File: config.mk
export PLATFORM = sky130hd
export DESIGN_NAME = wildcard_glob_matcher
export DESIGN_NICKNAME = d
export VERILOG_FILES = /design/src/rtl/core/wglob_pkg.sv /design/src/rtl/core/wildcard_glob_matcher.sv /design/src/rtl/core/wglob_cell.sv
export SDC_FILE = /design/constraint.sdc
export NUM_CORES = 1
export LEC_CHECK = 0
export BUFFER_PORTS_ARGS = -buffer_cell sky130_fd_sc_hd__clkbuf_2
export CAP_MARGIN = 25
export CORE_MARGIN = 2
export CORE_UTILIZATION = 52
export DETAILED_ROUTE_END_ITERATION = 8
export GPL_TIMING_DRIVEN = 1
export PLACE_DENSITY = 0.79
export SLEW_MARGIN = 5
export SYNTH_ARGS = -nofsm -noshare
export SYNTH_HDL_FRONTEND = slang
export SYNTH_SLANG_ARGS = --single-unit
File: constraint.sdc
create_clock -name aclk -period 2.9 [get_ports aclk]
set_clock_uncertainty 0.1 [all_clocks]
set_input_delay 0.435 -clock aclk [delete_from_list [all_inputs] [get_ports aclk]]
set_output_delay 0.435 -clock aclk [all_outputs]
set_load 0.005 [all_outputs]
File: src/rtl/core/wglob_pkg.sv
package wglob_pkg;

    localparam int PATTERN_MAX = 16;
    localparam int REG_BYTES   = 16;
    localparam int POS_W       = $clog2(PATTERN_MAX + 1);
    localparam int LEN_FIELD_W = 5;
    localparam int DATA_W      = 64;
    localparam int ADDR_W      = 5;
    localparam int REG_SEL_W   = 2;
    localparam int LEN_LIMIT   = (REG_BYTES < PATTERN_MAX) ? REG_BYTES : PATTERN_MAX;

    localparam logic [7:0] CH_STAR = 8'h2A;
    localparam logic [7:0] CH_ANY  = 8'h3F;

    typedef enum logic [REG_SEL_W-1:0] {
        REG_PAT_LOW  = 2'd0,
        REG_PAT_HIGH = 2'd1,
        REG_PAT_LEN  = 2'd2,
        REG_NONE     = 2'd3
    } wglob_reg_t;

    // Signals handed from one position cell to the next one up.
    typedef struct packed {
        logic closure;
        logic advance;
    } wglob_link_t;

endpackage

File: src/rtl/core/wildcard_glob_matcher.sv
// Streaming glob matcher. Text arrives one byte per word on the s_ channel and a word with
// s_end_of_text set closes the text: it yields one m_ word carrying the verdict and puts the
// matcher back at the start of the pattern. Text words yield nothing. The pattern (up to 16
// bytes, '*' for any run, '?' for any single byte, anything else literal) and its length sit
// in APB registers at 0x00, 0x08 and 0x10; the user must write them only while no verdict is
// pending, which the block does not enforce. It takes one word per clock cycle while m_ready
// is high or no verdict waits; position cells update the whole active position vector
// together, with star closure rippling up the row. The verdict sits in an output register and
// holds the input off until taken, a new word going in the same cycle as the verdict is taken.
module wildcard_glob_matcher (
    input  logic                             aclk,
    input  logic                             aresetn,
    input  logic                             psel,
    input  logic                             penable,
    input  logic                             pwrite,
    input  logic [wglob_pkg::ADDR_W-1:0]     paddr,
    input  logic [wglob_pkg::DATA_W-1:0]     pwdata,
    output logic [wglob_pkg::DATA_W-1:0]     prdata,
    output logic                             pready,
    input  logic                             s_valid,
    output logic                             s_ready,
    input  logic [7:0]                       s_text_byte,
    input  logic                             s_end_of_text,
    output logic                             m_valid,
    input  logic                             m_ready,
    output logic                             m_matched
);
    import wglob_pkg::*;

    logic [DATA_W-1:0]      pat_low_reg;
    logic [DATA_W-1:0]      pat_high_reg;
    logic [LEN_FIELD_W-1:0] pat_len_reg;
    logic                   m_valid_reg;
    logic                   m_matched_reg;

    wglob_reg_t             reg_sel;
    logic                   cfg_write;
    logic [POS_W-1:0]       len_eff;
    logic [8*REG_BYTES-1:0] pat_all;
    logic                   accept;
    logic                   step_text;
    logic                   step_end;
    logic [PATTERN_MAX:0]   closed;
    wglob_link_t            links [PATTERN_MAX+1:0];

    assign pready    = 1'b1;
    assign reg_sel   = wglob_reg_t'(paddr[ADDR_W-1:ADDR_W-REG_SEL_W]);
    assign cfg_write = psel && penable && pwrite && pready;

    always_ff @(posedge aclk) begin
        if (!aresetn) begin
            pat_low_reg  <= '0;
            pat_high_reg <= '0;
            pat_len_reg  <= '0;
        end else if (cfg_write) begin
            unique case (reg_sel)
                REG_PAT_LOW:  pat_low_reg  <= pwdata;
                REG_PAT_HIGH: pat_high_reg <= pwdata;
                REG_PAT_LEN:  pat_len_reg  <= pwdata[LEN_FIELD_W-1:0];
                default: ;
            endcase
        end
    end

    always_comb begin
        unique case (reg_sel)
            REG_PAT_LOW:  prdata = pat_low_reg;
            REG_PAT_HIGH: prdata = pat_high_reg;
            REG_PAT_LEN:  prdata = {{(DATA_W-LEN_FIELD_W){1'b0}}, pat_len_reg};
            default:      prdata = '0;
        endcase
    end

    // Lengths beyond what the registers hold saturate.
    always_comb begin
        if (int'(pat_len_reg) > LEN_LIMIT) begin
            len_eff = POS_W'(LEN_LIMIT);
        end else begin
            len_eff = POS_W'(pat_len_reg);
        end
    end

    assign pat_all   = (8*REG_BYTES)'({pat_high_reg, pat_low_reg});
    assign s_ready   = !m_valid_reg || m_ready;
    assign accept    = s_valid && s_ready;
    assign step_text = accept && !s_end_of_text;
    assign step_end  = accept && s_end_of_text;

    assign links[0] = '0;

    for (genvar p = 0; p <= PATTERN_MAX; p++) begin : g_cell
        logic [7:0] pat_char;
        if (p < REG_BYTES) begin : g_char
            assign pat_char = pat_all[8*p +: 8];
        end else begin : g_nochar
            assign pat_char = 8'h00;
        end

        wglob_cell u_cell (
            .aclk      (aclk),
            .aresetn   (aresetn),
            .is_start  (p == 0),
            .pos_live  (POS_W'(p) <= len_eff),
            .pos_used  (POS_W'(p) < len_eff),
            .pat_char  (pat_char),
            .text_byte (s_text_byte),
            .step_text (step_text),
            .step_end  (step_end),
            .link_in   (links[p]),
            .link_out  (links[p+1]),
            .closed    (closed[p])
        );
    end

    always_ff @(posedge aclk) begin
        if (!aresetn) begin
            m_valid_reg <= 1'b0;
        end else if (step_end) begin
            m_valid_reg <= 1'b1;
        end else if (m_ready) begin
            m_valid_reg <= 1'b0;
        end
    end

    always_ff @(posedge aclk) begin
        if (step_end) begin
            m_matched_reg <= closed[len_eff];
        end
    end

    assign m_valid   = m_valid_reg;
    assign m_matched = m_matched_reg;

endmodule

File: src/rtl/core/wglob_cell.sv
module wglob_cell (
    input  logic                  aclk,
    input  logic                  aresetn,
    input  logic                  is_start,
    input  logic                  pos_live,
    input  logic                  pos_used,
    input  logic [7:0]            pat_char,
    input  logic [7:0]            text_byte,
    input  logic                  step_text,
    input  logic                  step_end,
    input  wglob_pkg::wglob_link_t link_in,
    output wglob_pkg::wglob_link_t link_out,
    output logic                  closed
);
    import wglob_pkg::*;

    logic active_reg;
    logic active_next;
    logic is_star;
    logic hit;
    logic stay;

    assign is_star = (pat_char == CH_STAR);
    assign hit     = pos_used && !is_star && ((pat_char == CH_ANY) || (pat_char == text_byte));

    // A position reads as active if it holds the bit within the live length or a star below hands it up.
    assign closed = (active_reg && pos_live) || link_in.closure;
    assign stay   = closed && is_star && pos_used;

    assign link_out.closure = stay;
    assign link_out.advance = closed && hit;

    always_comb begin
        priority if (step_end) begin
            active_next = is_start;
        end else if (step_text) begin
            active_next = stay || link_in.advance;
        end else begin
            active_next = active_reg;
        end
    end

    always_ff @(posedge aclk) begin
        if (!aresetn) begin
            active_reg <= is_start;
        end else begin
            active_reg <= active_next;
        end
    end

endmodule

---- Word-level counts from Yosys, hierarchy flattened ----
Cells that the tools add are included.
W data, S select, Z words.
storage, ports and cells
  bits in registers ....................... 152
  bits in read-only memories .............. 0
  input port bits ......................... 85
  output and inout port bits .............. 68
  word-level logic and storage cells ...... 288
  memory bits (writable) .................. 0
  latch bits .............................. 0
  memories kept ........................... 0
operators by class
  $lt $le $gt $ge ......................... 35
  add/subtract/negate cells ............... 0
  multiplexer cells ....................... 6
  multiply operators ...................... 0
  bitwise gates (word level) .............. 1
  div/mod/pow operators ................... 0
  shift operators ......................... 0
  eq/ne operators ......................... 50
  reductions and logical operators ........ 174
operators by type and width
  kind                  number
  $eq A8 B6 Y1 const B  32
  $pmux W64 S3          1
  $eq A8 B8 Y1          16
  $logic_and A1 B1 Y1   102
  $logic_or A1 B1 Y1    48
  $le A4 B5 Y1 const A  8
  $lt A4 B5 Y1 const A  8
  $le A3 B5 Y1 const A  4
  $lt A3 B5 Y1 const A  4
  $logic_not A1 Y1      18
  $le A1 B5 Y1 const A  2
  $le A2 B5 Y1 const A  2
  $lt A1 B5 Y1 const A  2
  $lt A2 B5 Y1 const A  2
  $lt A5 B6 Y1 const B  1
  $reduce_and A2 Y1     3
  $bmux W1 S5           1
  $gt A5 B5 Y1 const B  1
  $le A5 B5 Y1 const A  1
  $mux W5               1
  $mux W1               3
  $eq A2 B1 Y1 const B  1
  $eq A2 B2 Y1 const B  1
  $logic_not A2 Y1      1
  3 further kinds       3

---- Depth between registers and ports, before layout ----
  depth after elaboration ................. 54
  gate-level depth with buffers ........... 10
  depth with buffers taken out ............ 9

---- Modules after synthesis ----
A second synthesis with hierarchy kept.
unflattened totals
  cell total of the unflattened synthesis .. 1254
  area total of the unflattened synthesis .. 10502.6 um^2
by module, submodules not included
  module                 times used  cells an instance  area each (um^2)  sequential area each (um^2)
  wildcard_glob_matcher  1           795                6354.8            2712.6
  wglob_cell             17          27                 244.0             30.0

---- Worst setup path before layout ----
No wires, ideal clock.
  path type ............................... reg-to-reg
  from .................................... reg pat_len_reg[1]
  to ...................................... reg m_matched_reg (netlist: m_matched) (data pin)
  path slack .............................. 256 ps
  cell stages (with the launch flop) ...... 11
  arrival time ............................ 2271 ps
  period minus slack after synthesis ...... 2644 ps
  setup time .............................. 272 ps
  path buffers ............................ 1
  data required time ...................... 2528 ps
  cells stage by stage .................... dfxtp_1 -> buf_6 -> or4_4 -> a41oi_2 -> nor4_2 -> nor2_4 -> o21ai_4 -> a221oi_4 -> o21ai_0 -> o221ai_1 -> o2111ai_1
on the way
  word-level cells in the longest chain between the ends .. 54
  elaborated cells between the ends (all ways) .. 102
  classes of those cells .................. 34 x order compare; 3 x mux; 65 x reduce/logical
RTL lines
  element                            RTL line                      RTL
  from (decl)                        wildcard_glob_matcher.sv:32   logic [LEN_FIELD_W-1:0] pat_len_reg;
  from (signal assigned)             wildcard_glob_matcher.sv:59   REG_PAT_LEN: pat_len_reg <= pwdata[LEN_FIELD_W-1:0];
  $gt A5 B5 Y1                       wildcard_glob_matcher.sv:76   if (int'(pat_len_reg) > LEN_LIMIT) begin
  $mux W5 *                          wildcard_glob_matcher.sv:76
  $le A1 B5 Y1                       wildcard_glob_matcher.sv:103  .pos_live (POS_W'(p) <= len_eff),
  $logic_and A1 B1 Y1                wglob_cell.sv:27              assign closed = (active_reg && pos_live) || link_in.closure;
  $logic_and A1 B1 Y1 (2 in series)  wglob_cell.sv:28              assign stay = closed && is_star && pos_used;
  $logic_or A1 B1 Y1                 wglob_cell.sv:27
  $logic_and A1 B1 Y1 (2 in series)  wglob_cell.sv:28
  $logic_or A1 B1 Y1                 wglob_cell.sv:27
  [... 33 more ...]                  --
  $logic_and A1 B1 Y1 (2 in series)  wglob_cell.sv:28
  $logic_or A1 B1 Y1                 wglob_cell.sv:27
  $logic_and A1 B1 Y1 (2 in series)  wglob_cell.sv:28
  $logic_or A1 B1 Y1                 wglob_cell.sv:27
  $logic_and A1 B1 Y1 (2 in series)  wglob_cell.sv:28
  $logic_or A1 B1 Y1                 wglob_cell.sv:27
  $bmux W1 S5 *                      wildcard_glob_matcher.sv:127  m_matched_reg <= closed[len_eff];
  $mux W1 (implied by the code) *    wildcard_glob_matcher.sv:127
  to (signal assigned)               wildcard_glob_matcher.sv:127
  to (decl)                          wildcard_glob_matcher.sv:34   logic m_matched_reg;
Every way passes the cells marked *; elsewhere a longest branch is shown, timed or not. The select of a mux whose other input is x is not followed.
A chain may end at the register's enable or synchronous reset.

---- Final worst setup path ----
Same ends and word-level chain as after synthesis.

==> metrics <==
HP Class in -> reg; Die X ~140 microns; worst r2r src pat_len_reg[1]; Register Area between 3000 and 4000 sq um; CP max stage cell or4_4; Worst Setup End Kind flip-flop; multi-input logic area between 6000 and 7000 sq um; number of cells after detailed placement 1657; CTS Buffer Depth 2; combinational cell fraction of total power 10.5%; Yosys cell types 79; antenna violations before repair 0; die area 19900 sq um; power density cells 418 nW/um^2; DRT Wirelength 30.5 mm; Worst R2R Setup Slack 0.07 ns; Area growth syn-to-layout 21.8%; Clk pwr share a little under half; pre-CTS setup slack 0.0687 ns; IO Count 153; vias per cell 5.93; Net Sw Frac 25.1%; Fillers 1564; DP HPWL 21.1 mm; pins over their slew limit 0; Tot Pwr 4.98 mW; Setup crit start kind flip-flop; post-layout util 64.1%; fin worst setup slack 0.0701 ns; Port Buf Inserts 148; status finished, final reports clean; slowest cell delay on critical path 0.56 ns; Initial Util 52.6%; number of global-route vias before repair roughly 9500; ant diodes 0; prevailing post-synth register cell dfxtp_1; via count 10038; Max Freq around 0.35 GHz; CTS hold repair buffers 0; largest net degree at the start of global routing 132; Remaining Overflow, GRT 0; final hold violations 0; commonest non-fill, non-tap cell in the layout nand2_1; later-pin clock latency in the skew report 0.44 ns; Mapped Cells 1277; Hold Crit Start pwdata[35]; crit-path leading delay family compound AO/OA/AOI/OAI gates; CTS tree built; Post-Syn Nets 1362; Post-DRT Antenna Nets 0; post-synthesis cell area 9780 sq um; clock root cell clkbuf_16; fin crit share 97.6%; share of layout cells above drive strength 1 21.2%; critical-path cell list or4_4 > a41oi_2 > buf_4 > nor4_4 > nor2_4 > o21ai_4 > a221oi_4 > o41ai_4 > o221ai_1 > o2111ai_1; setup repair after global routing missed its margin yes; commonest non-fill, non-tap cells in the layout 303 x nand2_1, 149 x dfxtp_1, 146 x clkbuf_2; Num CTS Buffers 17; Critical Path AT 2.89 ns; worst-margin pin slew roughly 1 ns; Final Net Count 1530; cell row count 50; post-route minimum period 2.83 ns; # clock sinks 152; post-synthesis sequential area ratio 31.2%; sequential power share 43.2%; number of flops mapped to enable cells by yosys 1; async set-reset flop share out of synthesis 0%; CP max FO 5; Leak around 4.5 nW; Int Pwr 3.73 mW; Core Area ~19000 sq um; GRT Resource Usage Total 30.2%; MaxCap Viol Count 0; WL/cell 18.0 microns; clock-pin slew on the worst setup and hold paths ~0.07 ns; buffers and inverters on the worst path 1; final setup fails 0; Max-slew headroom 31.4%; CTS HTree Levels 4; yosys warns 0; Final GP Congestion 0.967; First DRT Iteration DRCs around 1000; NetSw 1.25 mW; die height between 100 and 150 microns; worst hold slack 0.134 ns; drt drc 0; first-pass GRT wire length 48.4 mm; crit path kind reg -> reg; WP data required 2.96 ns; mean post-synth cell area roughly 7.7 sq um; Setup crit start pat_len_reg[1]; Seq cells post-synth 152; Peak VDD IR around 0.00044 V; Non-Filler Instances 1692; DR pass1 iterations 5
==> Yosys cell counts, types with 5 or more instances <==
master / n / area (sq um)
a21oi_1: 19 / 95.1
nor3_1: 15 / 75.1
inv_1: 10 / 37.5
a21boi_0: 133 / 998
nor2b_1: 13 / 81.3
nand3_1: 17 / 85.1
clkbuf_1: 68 / 255
nand4b_1: 5 / 43.8
or3_1: 5 / 31.3
nand2b_1: 5 / 31.3
xnor2_1: 96 / 841
o31ai_1: 9 / 67.6
o21ai_0: 28 / 140
xor2_1: 32 / 280
nand2_1: 304 / 1140
mux2i_1: 69 / 691
nand4_1: 33 / 206
dfxtp_1: 151 / 3020
nor4_1: 15 / 93.8
buf_1: 14 / 52.6
a31oi_1: 12 / 75.1
and3_1: 8 / 50.1
o22ai_1: 7 / 43.8
nor2_1: 112 / 420
a22oi_1: 7 / 52.6
==> stage by stage <==
step | TNS, ns | area (sq um)
floorplan | 0 | 9780
global placement | 0 | 11200
detailed placement | 0 | 11200
CTS | 0 | 11800
global route | -0.0439 | 11900
finish | 0 | 11900
==> timing repair <==
action | in CTS | in global routing
buffers inserted | 0 | 3
hold endpoints to repair | 0 | 0
gates resized for setup | 0 | 22
setup endpoints to repair | 0 | 5
==> routing by layer <==
layer / vias to the layer above / wire length (microns) / GRT usage (%)
met2: 471 / 14400 / 50.4
li1: 4740 / - / -
met4: 0 / 760 / 10.7
met3: 64 / 2550 / 4.69
met1: 4763 / 12800 / 39.7
met5: - / 0 / 0
==> power by group through the flow <==
stage | Combinational [mW] | Sequential [mW] | Clock, mW
final | 0.522 | 2.15 | 2.30
after global routing | 0.556 | 2.15 | 2.41
after CTS | 0.510 | 2.15 | 2.31
after detailed placement | 0.505 | 2.19 | 0
after global placement | 0.496 | 2.19 | 0
after floorplan | 0.312 | 2.19 | 0
==> path summary, 6_finish.rpt <==
| kind | to | cells past startpoint |
|---|---|---|
| hold reg to reg | g_cell[16].u_cell.active_reg | 2 |
| setup reg to reg | m_matched | 10 |
| hold / removal | pat_high_reg[35] | 3 |
| setup / recovery | m_matched | 10 |
==> area by class of cell <==
class / count / share of cell area, %
Multi-Input combinational cell: 1029 / 54.4
Inverter: 10 / 0.315
Timing Repair Buffer: 235 / 12.1
Tap cell: 234 / 2.46
Sequential cell: 152 / 25.6
Clock inverter: 10 / 0.956
Clock buffer: 22 / 4.16
==> cell families (layout without fill, tap and decap cells) <==
family,after synthesis,after routing,share of synthesized area [%]
other,1,1,0.0383
xor gates and xnor gates,128,128,11.5
buffers and inverters,96,277,3.83
AOI/OAI and AO/OA,262,262,19.7
DFF,152,152,31.2
and+or+nand+nor,568,568,26.4
muxes,70,70,7.29
==> tightest hold or removal path, delay by kind of cell <==
| kind | cells | cell delay [ns] |
|---|---|---|
| buffers and inverters | 1 | 0.09 |
| AND/OR/NAND/NOR | 1 | 0.04 |
| AO/OA/AOI/OAI | 1 | 0.06 |
Power figures use the tool's default switching activity.
